==> config.mk <==
export PLATFORM = sky130hd
export DESIGN_NAME = power_supply_sequencer_core
export DESIGN_NICKNAME = d
export VERILOG_FILES = /design/src/sv/pss_pkg.sv /design/src/sv/power_supply_sequencer_core.sv
export SDC_FILE = /design/constraint.sdc
export NUM_CORES = 1
export LEC_CHECK = 0
export ABC_AREA = 1
export BUFFER_PORTS_ARGS = -buffer_cell sky130_fd_sc_hd__buf_2
export CORE_MARGIN = 2
export CORE_UTILIZATION = 30
export CTS_BUF_LIST = sky130_fd_sc_hd__clkbuf_16
export DETAILED_ROUTE_END_ITERATION = 6
export GPL_TIMING_DRIVEN = 0
export PLACE_DENSITY_LB_ADDON = 0.05
export REMOVE_ABC_BUFFERS = 1
export SYNTH_ARGS = -nofsm -noshare
export SYNTH_HDL_FRONTEND = slang
export SYNTH_SLANG_ARGS = --single-unit
==> constraint.sdc <==
create_clock -name clock -period 6 [get_ports clock]
set_input_delay 0.6 -clock clock [delete_from_list [all_inputs] [get_ports clock]]
set_output_delay 0.6 -clock clock [all_outputs]
set_load 0.02 [all_outputs]
==> src/sv/pss_pkg.sv <==
// ---------------------------------------------------------------------------
// pss_pkg
// Types and constants shared by the power supply sequencer core.
// ---------------------------------------------------------------------------
package pss_pkg;

   localparam int unsigned DIV_W    = 10;
   localparam int unsigned LONG_W   = 8;
   localparam int unsigned DEB_W    = 10;
   localparam int unsigned CNT_W    = 16;
   localparam int unsigned CSR_IDX_W  = 3;
   localparam int unsigned CSR_DATA_W = 16;

   localparam logic [CNT_W-1:0] BLINK_TOP = 16'd15;
   localparam logic [CNT_W-1:0] CNT_MAX   = 16'hFFFF;

   // reset values of the control registers
   localparam logic [DIV_W-1:0]  TICKS_PER_TENTH_RST   = 10'd100;
   localparam logic [LONG_W-1:0] LONG_PRESS_TENTHS_RST = 8'd20;
   localparam logic [DEB_W-1:0]  DEBOUNCE_TICKS_RST    = 10'd35;
   localparam logic [CNT_W-1:0]  SETTLE_TICKS_RST      = 16'd500;
   localparam logic [CNT_W-1:0]  FAULT_BLINK_TICKS_RST = 16'd200;

   typedef enum logic [CSR_IDX_W-1:0] {
      CSR_TICKS_PER_TENTH   = 3'd0,
      CSR_LONG_PRESS_TENTHS = 3'd1,
      CSR_DEBOUNCE_TICKS    = 3'd2,
      CSR_SETTLE_TICKS      = 3'd3,
      CSR_FAULT_BLINK_TICKS = 3'd4
   } csr_index_type;

   typedef enum logic [2:0] {
      MODE_STANDBY  = 3'd0,
      MODE_DEBOUNCE = 3'd1,
      MODE_SETTLE   = 3'd2,
      MODE_ON       = 3'd3,
      MODE_WAIT     = 3'd4,
      MODE_FAULT    = 3'd5
   } mode_type;

   typedef struct packed {
      logic button_pressed;
      logic external_request;
      logic power_good;
   } req_type;

   typedef struct packed {
      logic       supply_enable;
      logic       power_lamp;
      logic       error_led;
      logic [2:0] mode;
   } rsp_type;

endpackage

==> src/sv/power_supply_sequencer_core.sv <==
// ---------------------------------------------------------------------------
// power_supply_sequencer_core
// Tick-driven power sequencer: standby blink, debounce, settle, on,
// long-press switch-off and latched power-good fault.
// ---------------------------------------------------------------------------
// The result of an accepted tick transaction is registered and appears in the next cycle.
// Throughput: one tick per cycle unless a waiting result is stalled; all state updates in a single pass.
// The result register frees the input side whenever it is empty or being
// drained, so req_stall only follows rsp_stall.
// Reset (synchronous): standby, counters cleared, registers at defaults.
module power_supply_sequencer_core (
   input  logic                                clock,
   input  logic                                reset,
   input  logic                                req_valid,
   output logic                                req_stall,
   input  pss_pkg::req_type                    req_data,
   output logic                                rsp_valid,
   input  logic                                rsp_stall,
   output pss_pkg::rsp_type                    rsp_data,
   input  logic                                csr_valid,
   output logic                                csr_ready,
   input  logic [pss_pkg::CSR_IDX_W-1:0]       csr_index,
   input  logic [pss_pkg::CSR_DATA_W-1:0]      csr_data
);
   import pss_pkg::*;

   // control registers
   logic [DIV_W-1:0]  tpt_ff;
   logic [LONG_W-1:0] lpt_ff;
   logic [DEB_W-1:0]  deb_ff;
   logic [CNT_W-1:0]  settle_ff;
   logic [CNT_W-1:0]  blink_ff;

   // sequencer state
   mode_type          mode_ff, mode_in;
   logic [CNT_W-1:0]  delay_ff, delay_in;
   logic [DIV_W-1:0]  presc_ff, presc_in;
   logic [CNT_W-1:0]  tenth_ff, tenth_in;
   logic              armed_ff, armed_in;
   logic              enable_ff, enable_in;
   logic              led_ff, led_in;
   logic              error_ff, error_in;

   logic              rsp_valid_ff, rsp_valid_in;
   rsp_type           rsp_data_ff, rsp_data_in;

   logic              accept;
   logic              csr_we;
   logic [DIV_W-1:0]  div;
   logic [CNT_W-1:0]  blink_lim;
   logic [DIV_W-1:0]  presc_inc;
   logic [CNT_W-1:0]  tenth_adv;
   logic [CNT_W-1:0]  tenth_on;
   logic [CNT_W-1:0]  delay_inc;
   logic [CNT_W-1:0]  lpt_ext;
   logic              deb_done, settle_done, blink_done;
   logic              btn, ext, pg;
   logic              arm_now;

   assign csr_ready = 1'b1;
   assign csr_we    = csr_valid & csr_ready;

   assign req_stall = rsp_valid_ff & rsp_stall;
   assign accept    = req_valid & ~req_stall;
   assign rsp_valid = rsp_valid_ff;
   assign rsp_data  = rsp_data_ff;

   assign btn = req_data.button_pressed;
   assign ext = req_data.external_request;
   assign pg  = req_data.power_good;

   // prescaler and tenth counter advance before the mode logic
   assign div       = (tpt_ff == '0) ? DIV_W'(1) : tpt_ff;
   assign blink_lim = (blink_ff == '0) ? CNT_W'(1) : blink_ff;
   assign presc_inc = presc_ff + DIV_W'(1);
   assign tenth_adv = (presc_inc >= div) ? tenth_ff + CNT_W'(1) : tenth_ff;

   // saturating delay counter shared by debounce, settle and fault
   assign delay_inc   = (delay_ff == CNT_MAX) ? delay_ff : delay_ff + CNT_W'(1);
   assign deb_done    = delay_inc >= {{(CNT_W-DEB_W){1'b0}}, deb_ff};
   assign settle_done = delay_inc >= settle_ff;
   assign blink_done  = delay_inc >= blink_lim;

   assign lpt_ext  = {{(CNT_W-LONG_W){1'b0}}, lpt_ff};
   assign arm_now  = btn & ~armed_ff;
   assign tenth_on = arm_now ? '0 : tenth_adv;

   // next mode
   always_comb begin
      case (mode_ff)
         MODE_DEBOUNCE: begin
            if (!deb_done) mode_in = MODE_DEBOUNCE;
            else if (btn || ext) mode_in = MODE_SETTLE;
            else mode_in = MODE_STANDBY;
         end
         MODE_SETTLE: mode_in = settle_done ? MODE_ON : MODE_SETTLE;
         MODE_ON: begin
            if (!pg) mode_in = MODE_FAULT;
            else if (btn && tenth_on > lpt_ext) mode_in = MODE_WAIT;
            else mode_in = MODE_ON;
         end
         MODE_WAIT:  mode_in = btn ? MODE_WAIT : MODE_STANDBY;
         MODE_FAULT: mode_in = MODE_FAULT;
         default:    mode_in = (btn || ext) ? MODE_DEBOUNCE : MODE_STANDBY;
      endcase
   end

   // counters, latches and pin levels
   always_comb begin
      presc_in  = (presc_inc >= div) ? '0 : presc_inc;
      tenth_in  = tenth_adv;
      delay_in  = delay_ff;
      armed_in  = armed_ff;
      enable_in = enable_ff;
      led_in    = led_ff;
      error_in  = error_ff;
      case (mode_ff)
         MODE_DEBOUNCE: begin
            delay_in = delay_inc;
            if (deb_done && (btn || ext)) begin
               enable_in = 1'b1;
               led_in    = 1'b1;
               delay_in  = '0;
            end
         end
         MODE_SETTLE: delay_in = delay_inc;
         MODE_ON: begin
            if (!pg) begin
               enable_in = 1'b0;
               led_in    = 1'b0;
               error_in  = 1'b1;
               delay_in  = '0;
            end else begin
               tenth_in = tenth_on;
               armed_in = armed_ff | btn;
               if (btn && tenth_on > lpt_ext) begin
                  enable_in = 1'b0;
                  led_in    = 1'b0;
                  error_in  = 1'b0;
               end else if (!btn && tenth_on <= lpt_ext) begin
                  armed_in = 1'b0;
               end
            end
         end
         MODE_WAIT: ;
         MODE_FAULT: begin
            enable_in = 1'b0;
            led_in    = 1'b0;
            if (blink_done) begin
               delay_in = '0;
               error_in = ~error_ff;
            end else begin
               delay_in = delay_inc;
            end
         end
         default: begin
            error_in = 1'b0;
            if (!btn && !ext) begin
               if (tenth_adv == '0) led_in = 1'b1;
               if (tenth_adv > CNT_W'(1) && tenth_adv <= BLINK_TOP) led_in = 1'b0;
               if (tenth_adv > BLINK_TOP) tenth_in = '0;
            end else begin
               delay_in = '0;
            end
         end
      endcase
   end

   always_comb begin
      rsp_valid_in = accept | (rsp_valid_ff & rsp_stall);
      rsp_data_in  = rsp_data_ff;
      if (accept) begin
         rsp_data_in.supply_enable = enable_in;
         rsp_data_in.power_lamp    = led_in;
         rsp_data_in.error_led     = error_in;
         rsp_data_in.mode          = mode_in;
      end
   end

   always_ff @(posedge clock) begin
      if (reset) begin
         tpt_ff    <= TICKS_PER_TENTH_RST;
         lpt_ff    <= LONG_PRESS_TENTHS_RST;
         deb_ff    <= DEBOUNCE_TICKS_RST;
         settle_ff <= SETTLE_TICKS_RST;
         blink_ff  <= FAULT_BLINK_TICKS_RST;
      end else if (csr_we) begin
         case (csr_index_type'(csr_index))
            CSR_TICKS_PER_TENTH:   tpt_ff    <= csr_data[DIV_W-1:0];
            CSR_LONG_PRESS_TENTHS: lpt_ff    <= csr_data[LONG_W-1:0];
            CSR_DEBOUNCE_TICKS:    deb_ff    <= csr_data[DEB_W-1:0];
            CSR_SETTLE_TICKS:      settle_ff <= csr_data[CNT_W-1:0];
            CSR_FAULT_BLINK_TICKS: blink_ff  <= csr_data[CNT_W-1:0];
            default: ;
         endcase
      end
   end

   always_ff @(posedge clock) begin
      if (reset) begin
         mode_ff      <= MODE_STANDBY;
         delay_ff     <= '0;
         presc_ff     <= '0;
         tenth_ff     <= '0;
         armed_ff     <= 1'b0;
         enable_ff    <= 1'b0;
         led_ff       <= 1'b0;
         error_ff     <= 1'b0;
         rsp_valid_ff <= 1'b0;
      end else begin
         rsp_valid_ff <= rsp_valid_in;
         if (accept) begin
            mode_ff   <= mode_in;
            delay_ff  <= delay_in;
            presc_ff  <= presc_in;
            tenth_ff  <= tenth_in;
            armed_ff  <= armed_in;
            enable_ff <= enable_in;
            led_ff    <= led_in;
            error_ff  <= error_in;
         end
      end
   end

   always_ff @(posedge clock) begin
      rsp_data_ff <= rsp_data_in;
   end

   // supply drive follows the mode exactly
   a_enable_mode: assert property (@(posedge clock) disable iff (reset)
      enable_ff == (mode_ff == MODE_SETTLE || mode_ff == MODE_ON))
      else $error("supply enable out of step with mode");

   // error LED is only ever lit while faulted
   a_error_fault: assert property (@(posedge clock) disable iff (reset)
      error_ff |-> mode_ff == MODE_FAULT)
      else $error("error LED lit outside fault");

   // a faulted sequencer never leaves fault
   a_fault_sticky: assert property (@(posedge clock) disable iff (reset)
      mode_ff == MODE_FAULT |=> mode_ff == MODE_FAULT)
      else $error("fault state released without reset");

   // input is held off only when a result is waiting
   a_stall_cause: assert property (@(posedge clock) disable iff (reset)
      req_stall |-> rsp_valid_ff)
      else $error("input stalled with empty result register");

   // every accepted tick leaves a result behind
   a_accept_result: assert property (@(posedge clock) disable iff (reset)
      accept |=> rsp_valid_ff && rsp_data_ff.mode == mode_ff)
      else $error("accepted tick produced no matching result");

endmodule
==> impl_table.tex, run 1 <==
\begin{tabular}{lr}
\hline
Metric & Value \\
\hline
\multicolumn{2}{l}{\textbf{Status}} \\
\quad Run status & finished, final reports clean \\
\multicolumn{2}{l}{\textbf{Drt}} \\
\quad Drt initial violations & 341 \\
\quad Routed Antenna Nets & 0 \\
\quad Router iterations before antenna repair & 4 \\
\quad Overall via count from detail\_route & 6567 \\
\quad Detailed-route wire length & 20.7 mm \\
\quad Count of unresolved DRC violations after routing & 0 \\
\quad Average detailed-routed wire length per instance & 14.5 microns \\
\quad Vias per cell & 4.62 \\
\multicolumn{2}{l}{\textbf{Clock network}} \\
\quad Total clock buffers created by CTS & 17 \\
\quad Number of gates resized after CTS & 0 \\
\quad Clock insertion delay at the later pin of the skew report & 420 ps \\
\quad Post-CTS clock slew at the launch and capture registers of the worst setup and hold paths & 60 ps \\
\quad Clock Sink Count & 116 \\
\quad TritonCTS clock tree & built \\
\quad H-Tree Depth & 4 \\
\quad Hold\_buf cts & 0 \\
\quad Number of buffers on the longest clock path & 2 \\
\quad Cell at the root of the clock tree & sky130\_fd\_sc\_hd\_\_clkbuf\_16 \\
\quad Buffers inserted during post-CTS setup optimization & 0 \\
\multicolumn{2}{l}{\textbf{Power and ir drop}} \\
\quad Lkg Pwr & 3.74 nW \\
\quad Overall power of the completed layout & 0.00198 W \\
\quad Highest ir drop seen on vdd & 0.142 mV \\
\quad Power per unit of standard cell area & 232 mW/mm\^{}2 \\
\multicolumn{2}{l}{\textbf{Critical path}} \\
\quad Startpoint class of the critical path & register \\
\quad Worst setup EP type & register \\
\quad Critical path peak fanout & 23 \\
\quad Arrival time worst endpoint & 5070 ps \\
\quad Data required, critical path & 6160 ps \\
\quad CP Class & register to register \\
\multicolumn{2}{l}{\textbf{Cells and area}} \\
\quad Growth of design area from synthesis to finish & 13.9\% \\
\quad Fraction of final layout cells with drive strength greater than 1 & 12.3\% \\
\quad Final Net Count & 1176 \\
\quad Final Instance Area & 0.00854 sq mm \\
\quad Share of the core filled with cells & 35.0\% \\
\quad Fillers & 2701 \\
\quad Diodes inserted & 0 \\
\multicolumn{2}{l}{\textbf{Job}} \\
\quad \# Max-Cap Violations & 0 \\
\multicolumn{2}{l}{\textbf{Timing}} \\
\quad Worst Tran Pin Value & 1300 ps \\
\quad Final sum of negative setup slack & 0 ps \\
\quad Final min period & 4900 ps \\
\quad Setup skew after layout & 15.3 ps \\
\quad Final Hold Slack & 443 ps \\
\quad Setup repair after global routing missed its margin & false \\
\quad Final setup violation count & 0 \\
\quad Final hold vios & 0 \\
\quad Final slew viol count & 0 \\
\quad Share of the cycle needed by the critical path after routing & 81.7\% \\
\quad Worst rel slew slack & 13.4\% \\
\quad Maximum frequency from static timing analysis & 204 MHz \\
\multicolumn{2}{l}{\textbf{Floorplanning}} \\
\quad Area of the core & 0.0244 sq mm \\
\quad Row count & 57 \\
\quad Number of I/O pins & 36 \\
\quad Die X-Extent & 162 microns \\
\quad Height of the die & 162 microns \\
\quad Die area & 0.0263 sq mm \\
\quad Starting density of the core & 30.7\% \\
\multicolumn{2}{l}{\textbf{Synthesis}} \\
\quad Synth Instances & 1059 \\
\quad Cell taking the most area after synthesis & sky130\_fd\_sc\_hd\_\_dfxtp\_1 \\
\quad Cell area after synthesis & 0.00749 sq mm \\
\quad Seq cells post-synth & 116 \\
\quad Share of the yosys chip area belonging to registers & 31.8\% \\
\quad Area fraction of the dominant cell type after synthesis & 29.4\% \\
\quad Number of library cell types mapped by synthesis & 46 \\
\quad Most repeated cell in the gate-level netlist after synthesis & sky130\_fd\_sc\_hd\_\_nand2\_1 \\
\quad Largest cells by area after synthesis & sky130\_fd\_sc\_hd\_\_dfxtp\_1, sky130\_fd\_sc\_hd\_\_nand2\_1, sky130\_fd\_sc\_hd\_\_ha\_1, sky130\_fd\_sc\_hd\_\_a21oi\_1, sky130\_fd\_sc\_hd\_\_inv\_1 \\
\quad EDFF count, synth & 6 \\
\quad Yosys warnings & 0 \\
\quad Ranking of synthesized cells by instance count & sky130\_fd\_sc\_hd\_\_nand2\_1, sky130\_fd\_sc\_hd\_\_inv\_1, sky130\_fd\_sc\_hd\_\_a21oi\_1 \\
\quad Async S/R FF share, synth & 0\% \\
\quad Avg Cell Area, Syn & 7.08 sq um \\
\quad Ys flop type & sky130\_fd\_sc\_hd\_\_dfxtp\_1 \\
\multicolumn{2}{l}{\textbf{Global routing}} \\
\quad GRT met3 Usage & 3.06\% \\
\quad Grt total ovfl & 0 \\
\quad Global Route Usage Sum & 17.0\% \\
\quad Number of antenna violations at the first check in global routing & 0 \\
\quad Via count of the first global-routing pass & 6554 \\
\quad Most used routing layer & met2 \\
\quad Met2 usage & 30.0\% \\
\quad Maximum number of pins on one net before global-route repair & 55 \\
\quad First-pass GRT wire length & 35.1 mm \\
\quad Global-route met1 utilization & 21.2\% \\
\multicolumn{2}{l}{\textbf{Placement}} \\
\quad Count of buffers from port buffering & 34 \\
\quad Final estimated routing congestion in global placement & 0.822 \\
\quad HPWL after DPL & 15.3 mm \\
\quad Placed cell area & 0.00798 sq mm \\
\multicolumn{2}{l}{\textbf{Min path}} \\
\quad Worst hold-check path type & primary input to register \\
\hline
\end{tabular}
## report_power, final
group          internal (W)  total [W]  switching [W]  leakage, nW
combinational     0.0000548   0.000185       0.000130         2.51
sequential         0.000801   0.000811      0.0000106        0.952
clock              0.000589   0.000986       0.000396        0.279
## final cells by class
class                           instances  area [sq um]  area share, %
Multi-Input combinational cell        756          4380           51.3
Sequential cell                       116          2380           27.9
Inverter                              157           589           6.90
Clock buffer                           18           450           5.28
Tap cell                              324           405           4.75
Timing Repair Buffer                   37           220           2.58
Clock inverter                         13           108           1.26
## path summary, 6_finish.rpt
check	slack, ps	endpoint	cells after the start	startpoint
setup reg to reg	1100	rsp_data[1]$_DFFE_PP_	24	presc_ff[0]$_SDFFE_PP0P_
setup / recovery	1100	rsp_data[1]$_DFFE_PP_	24	presc_ff[0]$_SDFFE_PP0P_
hold / removal	440	rsp_valid$_SDFF_PP0_	3	rsp_stall
hold reg to reg	460	tpt_ff[0]$_SDFFE_PP0P_	2	tpt_ff[0]$_SDFFE_PP0P_
## cell usage in the layout, fill, tap and decap left out, types with 2 or more instances in the layout
cell	n
sky130_fd_sc_hd__o21ai_1	3
sky130_fd_sc_hd__ha_1	64
sky130_fd_sc_hd__buf_2	34
sky130_fd_sc_hd__nand4_1	24
sky130_fd_sc_hd__xor2_1	13
sky130_fd_sc_hd__a21oi_2	12
sky130_fd_sc_hd__nor2_1	69
sky130_fd_sc_hd__buf_8	2
sky130_fd_sc_hd__nor2_2	6
sky130_fd_sc_hd__o21ai_0	70
sky130_fd_sc_hd__inv_1	150
sky130_fd_sc_hd__xnor2_1	9
sky130_fd_sc_hd__nor4_1	5
sky130_fd_sc_hd__nand3_4	2
sky130_fd_sc_hd__clkinv_1	3
sky130_fd_sc_hd__o31ai_1	2
sky130_fd_sc_hd__nand2_2	9
sky130_fd_sc_hd__clkinv_2	5
sky130_fd_sc_hd__xor2_2	2
sky130_fd_sc_hd__nand3_1	49
sky130_fd_sc_hd__nand2_1	229
sky130_fd_sc_hd__o21ai_2	2
sky130_fd_sc_hd__o211ai_1	12
sky130_fd_sc_hd__nand2_4	2
sky130_fd_sc_hd__nor3_1	13
sky130_fd_sc_hd__o221ai_1	2
sky130_fd_sc_hd__a21oi_1	119
sky130_fd_sc_hd__dfxtp_1	110
sky130_fd_sc_hd__a211oi_1	2
sky130_fd_sc_hd__o21bai_1	2
sky130_fd_sc_hd__nand3_2	15
sky130_fd_sc_hd__edfxtp_1	6
sky130_fd_sc_hd__inv_2	5
sky130_fd_sc_hd__nor3_2	2
sky130_fd_sc_hd__nor2_4	8
sky130_fd_sc_hd__clkbuf_16	18
sky130_fd_sc_hd__clkinv_4	3
## routing by layer
layer | part of all wire, % | up-vias
met2 | 49 | 57
met3 | 1.7 | 17
met5 | 0 | -
li1 | - | 3554
met1 | 48 | 2939
met4 | 1.6 | 0
## worst max-delay path: stages, from the launching register on
cell,delay (ps)
sky130_fd_sc_hd__dfxtp_1,440
sky130_fd_sc_hd__nand3_1,150
sky130_fd_sc_hd__nor3b_1,300
sky130_fd_sc_hd__and3_1,240
sky130_fd_sc_hd__nand3_1,90
sky130_fd_sc_hd__xnor2_1,240
sky130_fd_sc_hd__ha_1,300
sky130_fd_sc_hd__a21o_1,190
sky130_fd_sc_hd__nor2_4,260
sky130_fd_sc_hd__nand3_4,290
sky130_fd_sc_hd__nand2_1,160
sky130_fd_sc_hd__xor2_1,250
sky130_fd_sc_hd__nor2_1,80
sky130_fd_sc_hd__ha_1,300
sky130_fd_sc_hd__nand2_1,80
sky130_fd_sc_hd__o21ai_0,180
sky130_fd_sc_hd__nand2_1,70
sky130_fd_sc_hd__o211ai_1,80
sky130_fd_sc_hd__o21ai_0,180
sky130_fd_sc_hd__nand3_1,230
sky130_fd_sc_hd__nand2_1,100
sky130_fd_sc_hd__nand2_1,110
sky130_fd_sc_hd__nand2_1,60
sky130_fd_sc_hd__a21oi_1,200
sky130_fd_sc_hd__inv_1,60
## cells by family after synthesis
| family | after synthesis | share of synthesized area [%] |
|---|---|---|
| AND/OR/NAND/NOR | 438 | 27.8 |
| AO/OA/AOI/OAI | 229 | 16.8 |
| buffers and inverters | 187 | 9.85 |
| flip-flops | 116 | 31.8 |
| adder cells (fa/ha/maj) | 64 | 10.7 |
| XOR/XNOR | 24 | 3.01 |
| other | 1 | 0.0500 |
## sequential cells by signal (all words and copies together) (netlist names)
register	cells
tenth_ff	16
presc_ff	10
rsp_data	6
deb_ff	10
settle_ff	16
armed_ff	1
rsp_valid	1
led_ff	1
error_ff	1
delay_ff	16
enable_ff	1
lpt_ff	8
tpt_ff	10
mode_ff	3
blink_ff	16
## per-stage QoR
step | std cells | setup slack (ps)
3_3_place_gp | 1387 | 946
2_1_floorplan | 1029 | 2030
6_report | 1421 | 1100
4_1_cts | 1421 | 1030
3_5_place_dp | 1390 | 1070
5_1_grt | 1421 | 615
No activity file was read; power rests on OpenSTA's default activity.
==> run 2, diff against run 1 <==
==> constraint.sdc (replaced) <==
create_clock -name clock -period 4.6 [get_ports clock]
set_input_delay 0.46 -clock clock [delete_from_list [all_inputs] [get_ports clock]]
set_output_delay 0.46 -clock clock [all_outputs]
set_load 0.02 [all_outputs]
==> impl_table.tex, run 2 (same netlist as run 1, synthesis figures left out) <==
\begin{tabular}{lr}
\hline
Metric & Value \\
\hline
\multicolumn{2}{l}{\textbf{Status}} \\
\quad Run status & finished, final reports clean (unchanged) \\
\multicolumn{2}{l}{\textbf{Drt}} \\
\quad Drt initial violations & 328 (was 341) \\
\quad Router iterations before antenna repair & 4 (unchanged) \\
\quad Detailed-route wire length & 21.0 mm (was 20.7 mm) \\
\quad Routed Antenna Nets & 0 (unchanged) \\
\quad Count of unresolved DRC violations after routing & 0 (unchanged) \\
\quad Overall via count from detail\_route & 6617 (was 6567) \\
\quad Average detailed-routed wire length per instance & 14.7 microns (was 14.5 microns) \\
\quad Vias per cell & 4.62 (about the same) \\
\multicolumn{2}{l}{\textbf{Critical path}} \\
\quad Worst setup EP type & register (unchanged) \\
\quad RR Startpoint & presc\_ff[2]\$\_SDFFE\_PP0P\_ (was presc\_ff[0]\$\_SDFFE\_PP0P\_) \\
\quad Combined buffer and inverter count along the critical path & 1 (unchanged) \\
\quad Path depth of the worst reg2reg path & 25 (was 24) \\
\quad Crit-path max cell delay & 400 ps (was 440 ps) \\
\quad Critical path peak fanout & 6 (was 23) \\
\quad Arrival time worst endpoint & 4450 ps (was 5070 ps) \\
\quad Family with the most delay on the worst path & simple AND/OR/NAND/NOR gates (unchanged) \\
\quad Slowest CP cell & sky130\_fd\_sc\_hd\_\_dfxtp\_1 (unchanged) \\
\quad Critical R2R Capture & rsp\_data[0]\$\_DFFE\_PP\_ (was rsp\_data[1]\$\_DFFE\_PP\_) \\
\quad Startpoint class of the critical path & register (unchanged) \\
\quad Data required, critical path & 4780 ps (was 6160 ps) \\
\quad Most frequent CP cell & sky130\_fd\_sc\_hd\_\_nand2\_1 (unchanged) \\
\quad CP Class & register to register (unchanged) \\
\quad Setup slack of the most critical reg-to-reg path & 330 ps (was 1100 ps) \\
\multicolumn{2}{l}{\textbf{Clock network}} \\
\quad Clock Sink Count & 116 (unchanged) \\
\quad Cell at the root of the clock tree & sky130\_fd\_sc\_hd\_\_clkbuf\_16 (unchanged) \\
\quad Clock insertion delay at the later pin of the skew report & 420 ps (about the same) \\
\quad H-Tree Depth & 4 (unchanged) \\
\quad TritonCTS clock tree & built (unchanged) \\
\quad Total clock buffers created by CTS & 17 (unchanged) \\
\quad Hold\_buf cts & 0 (unchanged) \\
\quad Number of buffers on the longest clock path & 2 (unchanged) \\
\quad Post-CTS clock slew at the launch and capture registers of the worst setup and hold paths & 60 ps (about the same) \\
\multicolumn{2}{l}{\textbf{Power and ir drop}} \\
\quad Lkg Pwr & 3.85 nW (was 3.74 nW) \\
\quad Power per unit of standard cell area & 299 mW/mm\^{}2 (was 232 mW/mm\^{}2) \\
\quad Internal Dissipation & 0.00188 W (was 0.00144 W) \\
\quad Seq pwr share & 40.8\% (was 40.9\%) \\
\quad Switching power total & 0.000708 W (was 0.000537 W) \\
\quad Part of the power in the clock network & 49.8\% (was 49.7\%) \\
\quad Highest ir drop seen on vdd & 0.189 mV (was 0.142 mV) \\
\quad Portion of total power attributed to combinational logic & 9.3\% (about the same) \\
\quad Net switching fraction of the power & 27.3\% (was 27.1\%) \\
\multicolumn{2}{l}{\textbf{Cells and area}} \\
\quad Fillers & 2691 (was 2701) \\
\quad Final Instance Area & 0.00867 sq mm (was 0.00854 sq mm) \\
\quad Growth of design area from synthesis to finish & 15.7\% (was 13.9\%) \\
\quad Diodes inserted & 0 (unchanged) \\
\quad Fraction of final layout cells with drive strength greater than 1 & 13.9\% (was 12.3\%) \\
\quad Leading cell type in the layout, fill and taps excluded & sky130\_fd\_sc\_hd\_\_nand2\_1 (unchanged) \\
\quad Final Net Count & 1187 (was 1176) \\
\quad Non-filler instance count after layout & 1432 (was 1421) \\
\quad Share of the core filled with cells & 35.6\% (was 35.0\%) \\
\quad Commonest non-fill, non-tap cells in the layout & sky130\_fd\_sc\_hd\_\_nand2\_1, sky130\_fd\_sc\_hd\_\_inv\_1, sky130\_fd\_sc\_hd\_\_a21oi\_1 (unchanged) \\
\multicolumn{2}{l}{\textbf{Floorplanning}} \\
\quad Die X-Extent & 162 microns (unchanged) \\
\quad Row count & 57 (unchanged) \\
\quad Area of the core & 0.0244 sq mm (unchanged) \\
\quad Number of I/O pins & 36 (unchanged) \\
\quad Die area & 0.0263 sq mm (unchanged) \\
\quad Starting density of the core & 30.7\% (unchanged) \\
\quad Height of the die & 162 microns (unchanged) \\
\multicolumn{2}{l}{\textbf{Timing}} \\
\quad Final slew viol count & 0 (unchanged) \\
\quad Share of the cycle needed by the critical path after routing & 92.8\% (was 81.7\%) \\
\quad Worst Tran Pin Value & 1290 ps (was 1300 ps) \\
\quad Worst rel slew slack & 14.1\% (was 13.4\%) \\
\quad Final hold vios & 0 (unchanged) \\
\quad Final Hold Slack & 300 ps (was 443 ps) \\
\quad Final min period & 4270 ps (was 4900 ps) \\
\quad Maximum frequency from static timing analysis & 234 MHz (was 204 MHz) \\
\quad Final setup violation count & 0 (unchanged) \\
\quad Setup skew after layout & 10.7 ps (was 15.3 ps) \\
\multicolumn{2}{l}{\textbf{Placement}} \\
\quad Final estimated routing congestion in global placement & 0.822 (unchanged) \\
\quad HPWL after DPL & 15.3 mm (unchanged) \\
\quad Placed cell area & 0.00798 sq mm (unchanged) \\
\quad Count of placed standard cells including taps & 1390 (unchanged) \\
\quad Count of buffers from port buffering & 34 (unchanged) \\
\multicolumn{2}{l}{\textbf{Min path}} \\
\quad Hold Crit Start & rsp\_stall (unchanged) \\
\quad Worst hold-check path type & primary input to register (unchanged) \\
\quad Hold path depth & 3 (unchanged) \\
\quad Endpoint, Worst Hold & rsp\_valid\$\_SDFF\_PP0\_ (unchanged) \\
\multicolumn{2}{l}{\textbf{Global routing}} \\
\quad Global Route Usage Sum & 17.1\% (was 17.0\%) \\
\quad Grt total ovfl & 0 (unchanged) \\
\quad Number of antenna violations at the first check in global routing & 0 (unchanged) \\
\quad First-pass GRT wire length & 35.3 mm (was 35.1 mm) \\
\quad Via count of the first global-routing pass & 6578 (was 6554) \\
\quad Maximum number of pins on one net before global-route repair & 55 (unchanged) \\
\multicolumn{2}{l}{\textbf{Job}} \\
\quad \# Max-Cap Violations & 0 (unchanged) \\
\hline
\end{tabular}
==> run 2: cell count changes in the layout (fill, tap and decap cells not counted), moves of 2 or more <==
| cell | before | now |
|---|---|---|
| sky130_fd_sc_hd__a21oi_1 | 119 | 117 |
| sky130_fd_sc_hd__nand3_2 | 15 | 17 |
| sky130_fd_sc_hd__buf_4 | 0 | 9 |
| sky130_fd_sc_hd__o21ai_0 | 70 | 68 |
| sky130_fd_sc_hd__a21oi_2 | 12 | 14 |
==> run 2: worst max-delay path by stage <==
stage | cells after the start | to | start
finish | 25 | rsp_data[0]$_DFFE_PP_ | presc_ff[2]$_SDFFE_PP0P_
global placement | 23 | rsp_data[1]$_DFFE_PP_ | presc_ff[0]$_SDFFE_PP0P_
global route | 25 | rsp_data[5]$_DFFE_PP_ | presc_ff[2]$_SDFFE_PP0P_
detailed placement | 24 | rsp_data[1]$_DFFE_PP_ | presc_ff[0]$_SDFFE_PP0P_
floorplan | 24 | rsp_data[1]$_DFFE_PP_ | presc_ff[0]$_SDFFE_PP0P_
CTS | 25 | rsp_data[1]$_DFFE_PP_ | presc_ff[2]$_SDFFE_PP0P_
==> run 2: layout make-up <==
cell class	instances	area (sq um)	area share, %
timing repair buffer	46	288	3.32
multi-input combinational	758	4450	51.3
clock inverter	13	108	1.24
sequential	116	2380	27.5
tap	324	405	4.67
clock buffer	18	450	5.19
inverter	157	589	6.79
==> run 2: power groups by stage <==
stage	clock network [W]	logic [W]	registers, W
3_3_place_gp	0	0.000242	0.00108
6_report	0.00129	0.000242	0.00106
5_1_grt	0.00138	0.000281	0.00106
3_5_place_dp	0	0.000247	0.00108
4_1_cts	0.00133	0.000248	0.00106
2_1_floorplan	0	0.000144	0.00108
==> run 2: tightest hold or removal path, stage by stage <==
cell                      delay, ps
sky130_fd_sc_hd__buf_2           90
sky130_fd_sc_hd__nand2_1         60
sky130_fd_sc_hd__a21oi_1         60
==> run 2: through the flow <==
| stage | power [W] | setup TNS [ps] | setup slack, ps |
|---|---|---|---|
| floorplan | 0.00123 | 0 | 634 |
| global placement | 0.00132 | -13740 | -391 |
| detailed placement | 0.00133 | -2870 | -334 |
| CTS | 0.00263 | 0 | 25.2 |
| global route | 0.00272 | -56.3 | -43.8 |
| finish | 0.00259 | 0 | 329 |
==> run 2: what timing repair did <==
action,in CTS,in global routing
pin swaps,2,4
hold endpoints to repair,0,0
cloned,1,1
buffers inserted,2,7
gates resized for setup,3,9
endpoints found under the setup margin,13,13
==> run 2: routing by layer <==
layer  GRT usage, %  routed length, microns  share of wire, %  up-vias
li1               -                       -                 -     3580
met1           21.3                    9930                47     2956
met2           30.1                   10200                49       60
met3           3.06                     515               2.4       21
met4           4.83                     354               1.7        0
met5              0                       0                 0        -
==> run 3, diff against run 2 <==
--- a/config.mk
+++ b/config.mk
@@ -7,7 +7,6 @@
 export LEC_CHECK = 0
 export ABC_AREA = 1
 export BUFFER_PORTS_ARGS = -buffer_cell sky130_fd_sc_hd__buf_2
-export CORE_MARGIN = 2
 export CORE_UTILIZATION = 30
 export CTS_BUF_LIST = sky130_fd_sc_hd__clkbuf_16
 export DETAILED_ROUTE_END_ITERATION = 6
==> impl_table.tex, run 3 (same netlist as run 1, synthesis figures left out) <==
\begin{tabular}{lr}
\hline
Metric & Value \\
\hline
\multicolumn{2}{l}{\textbf{Status}} \\
\quad Run status & finished, final reports clean (unchanged) \\
\multicolumn{2}{l}{\textbf{Floorplanning}} \\
\quad Area of the core & 0.0244 sq mm (unchanged) \\
\quad Row count & 57 (unchanged) \\
\quad Starting density of the core & 30.7\% (unchanged) \\
\quad Height of the die & 160 microns (was 162 microns) \\
\quad Number of I/O pins & 36 (unchanged) \\
\quad Die area & 0.0256 sq mm (was 0.0263 sq mm) \\
\quad Die X-Extent & 160 microns (was 162 microns) \\
\multicolumn{2}{l}{\textbf{Timing}} \\
\quad Final slew viol count & 0 (unchanged) \\
\quad Maximum frequency from static timing analysis & 239 MHz (was 234 MHz) \\
\quad Worst Tran Pin Value & 1300 ps (was 1290 ps) \\
\quad Worst rel slew slack & 13.4\% (was 14.1\%) \\
\quad Share of the cycle needed by the critical path after routing & 90.9\% (was 92.8\%) \\
\quad Final min period & 4180 ps (was 4270 ps) \\
\quad Final setup violation count & 0 (unchanged) \\
\quad Setup skew after layout & 11.5 ps (was 10.7 ps) \\
\quad Final sum of negative setup slack & 0 ps (unchanged) \\
\quad Setup repair after global routing missed its margin & false \\
\quad Final Hold Slack & 312 ps (was 300 ps) \\
\quad Final hold vios & 0 (unchanged) \\
\multicolumn{2}{l}{\textbf{Min path}} \\
\quad Worst hold-check path type & primary input to register (unchanged) \\
\quad Hold Crit Start & rsp\_stall (unchanged) \\
\quad Hold path depth & 3 (unchanged) \\
\multicolumn{2}{l}{\textbf{Critical path}} \\
\quad Data required, critical path & 4770 ps (was 4780 ps) \\
\quad Family with the most delay on the worst path & simple AND/OR/NAND/NOR gates (unchanged) \\
\quad Slowest CP cell & sky130\_fd\_sc\_hd\_\_dfxtp\_2 (was sky130\_fd\_sc\_hd\_\_dfxtp\_1) \\
\quad Crit-path max cell delay & 380 ps (was 400 ps) \\
\quad RR Startpoint & presc\_ff[0]\$\_SDFFE\_PP0P\_ (was presc\_ff[2]\$\_SDFFE\_PP0P\_) \\
\quad Combined buffer and inverter count along the critical path & 4 (was 1) \\
\quad Startpoint class of the critical path & register (unchanged) \\
\quad Worst setup EP type & register (unchanged) \\
\quad Logic depth of the worst setup path including buffers & 27 (was 25) \\
\quad Arrival time worst endpoint & 4360 ps (was 4450 ps) \\
\quad CP Class & register to register (unchanged) \\
\quad Critical path peak fanout & 6 (unchanged) \\
\quad Critical Path Start & presc\_ff[0]\$\_SDFFE\_PP0P\_ (was presc\_ff[2]\$\_SDFFE\_PP0P\_) \\
\quad Path depth of the worst reg2reg path & 27 (was 25) \\
\multicolumn{2}{l}{\textbf{Power and ir drop}} \\
\quad Lkg Pwr & 3.90 nW (was 3.85 nW) \\
\quad Part of the power in the clock network & 53.3\% (was 49.8\%) \\
\quad Net switching fraction of the power & 26.0\% (was 27.3\%) \\
\quad Internal Dissipation & 0.00206 W (was 0.00188 W) \\
\quad Overall power of the completed layout & 0.00278 W (was 0.00259 W) \\
\quad Switching power total & 0.000723 W (was 0.000708 W) \\
\quad Seq pwr share & 38.0\% (was 40.8\%) \\
\quad Portion of total power attributed to combinational logic & 8.7\% (was 9.3\%) \\
\quad Power per unit of standard cell area & 317 mW/mm\^{}2 (was 299 mW/mm\^{}2) \\
\quad Highest ir drop seen on vdd & 0.201 mV (was 0.189 mV) \\
\multicolumn{2}{l}{\textbf{Clock network}} \\
\quad Hold\_buf cts & 0 (unchanged) \\
\quad H-Tree Depth & 4 (unchanged) \\
\quad Clock Sink Count & 116 (unchanged) \\
\quad Post-CTS clock slew at the launch and capture registers of the worst setup and hold paths & 60 ps (about the same) \\
\quad Clock insertion delay at the later pin of the skew report & 420 ps (about the same) \\
\quad Cell at the root of the clock tree & sky130\_fd\_sc\_hd\_\_clkbuf\_16 (unchanged) \\
\quad Number of buffers on the longest clock path & 2 (unchanged) \\
\quad TritonCTS clock tree & built (unchanged) \\
\quad Total clock buffers created by CTS & 17 (unchanged) \\
\multicolumn{2}{l}{\textbf{Global routing}} \\
\quad Maximum number of pins on one net before global-route repair & 55 (unchanged) \\
\quad Grt total ovfl & 0 (unchanged) \\
\quad Via count of the first global-routing pass & 6519 (was 6578) \\
\quad First-pass GRT wire length & 35.0 mm (was 35.3 mm) \\
\quad Global Route Usage Sum & 17.5\% (was 17.1\%) \\
\quad Number of antenna violations at the first check in global routing & 0 (unchanged) \\
\multicolumn{2}{l}{\textbf{Drt}} \\
\quad Routed Antenna Nets & 0 (unchanged) \\
\quad Average detailed-routed wire length per instance & 14.8 microns (was 14.7 microns) \\
\quad Vias per cell & 4.60 (was 4.62) \\
\quad Drt initial violations & 319 (was 328) \\
\quad Overall via count from detail\_route & 6615 (was 6617) \\
\quad Count of unresolved DRC violations after routing & 0 (unchanged) \\
\quad Router iterations before antenna repair & 4 (unchanged) \\
\quad Detailed-route wire length & 21.2 mm (was 21.0 mm) \\
\multicolumn{2}{l}{\textbf{Cells and area}} \\
\quad Final Net Count & 1191 (was 1187) \\
\quad Diodes inserted & 0 (unchanged) \\
\quad Commonest non-fill, non-tap cells in the layout & sky130\_fd\_sc\_hd\_\_nand2\_1, sky130\_fd\_sc\_hd\_\_inv\_1, sky130\_fd\_sc\_hd\_\_a21oi\_1 (unchanged) \\
\quad Leading cell type in the layout, fill and taps excluded & sky130\_fd\_sc\_hd\_\_nand2\_1 (unchanged) \\
\quad Fraction of final layout cells with drive strength greater than 1 & 14.4\% (was 13.9\%) \\
\quad Growth of design area from synthesis to finish & 17.3\% (was 15.7\%) \\
\multicolumn{2}{l}{\textbf{Job}} \\
\quad \# Max-Cap Violations & 0 (unchanged) \\
\multicolumn{2}{l}{\textbf{Placement}} \\
\quad Final estimated routing congestion in global placement & 0.775 (was 0.822) \\
\quad Count of buffers from port buffering & 34 (unchanged) \\
\quad HPWL after DPL & 15.4 mm (was 15.3 mm) \\
\hline
\end{tabular}
run 3: changes by cell type in the layout (fill, tap and decap cells not counted), sizes merged:
cell,change
inv,+3
clkinv,-8
clkinvlp,+3
bufinv,+3
buf,+4
run 3: per-layer routing:
| metal | GRT usage [%] | vias up | routed length (microns) |
|---|---|---|---|
| li1 | - | 3581 | - |
| met1 | 21.6 | 2965 | 10000 |
| met2 | 30.9 | 55 | 10600 |
| met3 | 3.35 | 14 | 387 |
| met4 | 4.50 | 0 | 246 |
| met5 | 0 | - | 0 |
run 3: power by group through the flow:
stage / Sequential [W] / Clock [W] / Combinational, W
global placement: 0.00108 / 0 / 0.000242
floorplan: 0.00108 / 0 / 0.000144
finish: 0.00106 / 0.00148 / 0.000243
detailed placement: 0.00108 / 0 / 0.000248
global route: 0.00106 / 0.00157 / 0.000281
CTS: 0.00106 / 0.00152 / 0.000249
run 3: area by class of cell:
class	instances	area (sq um)
clock buffer	18	450
clock inverter	14	195
fill	2677	15600
inverter	157	589
multi-input combinational	758	4450
sequential	116	2380
tap	324	405
timing repair buffer	50	318
run 3: worst register-to-register path, delay by kind of cell, from the launching register on:
kind	cells	cell delay, ps
AOI/OAI and AO/OA	6	620
xor gates and xnor gates	1	170
adders and majority gates	2	550
buffers and inverters	4	420
DFF	1	380
and+or+nand+nor	14	1830
run 3: final timing paths:
| path | slack [ps] | endpoint |
|---|---|---|
| max reg2reg | 420 | rsp_data[2]$_DFFE_PP_ |
| max | 420 | rsp_data[2]$_DFFE_PP_ |
| min | 310 | rsp_valid$_SDFF_PP0_ |
| min reg2reg | 460 | deb_ff[7]$_SDFFE_PP0P_ |
run 3: metrics by stage:
stage          cells  cell area (sq um)  setup WS, ps  utilization (%)
2_1_floorplan   1029               7350           634                -
3_3_place_gp    1387               7920          -367             32.5
3_5_place_dp    1390               7980          -346             32.7
4_1_cts         1427               8670          20.6             35.6
5_1_grt         1437               8790          28.2             36.0
6_report        1437               8790           417             36.0
run 3: what timing repair did:
item	CTS	global route
cloned	1	1
pin swaps	3	4
setup buffers	4	9
resized for setup	3	12
endpoints found under the setup margin	13	13
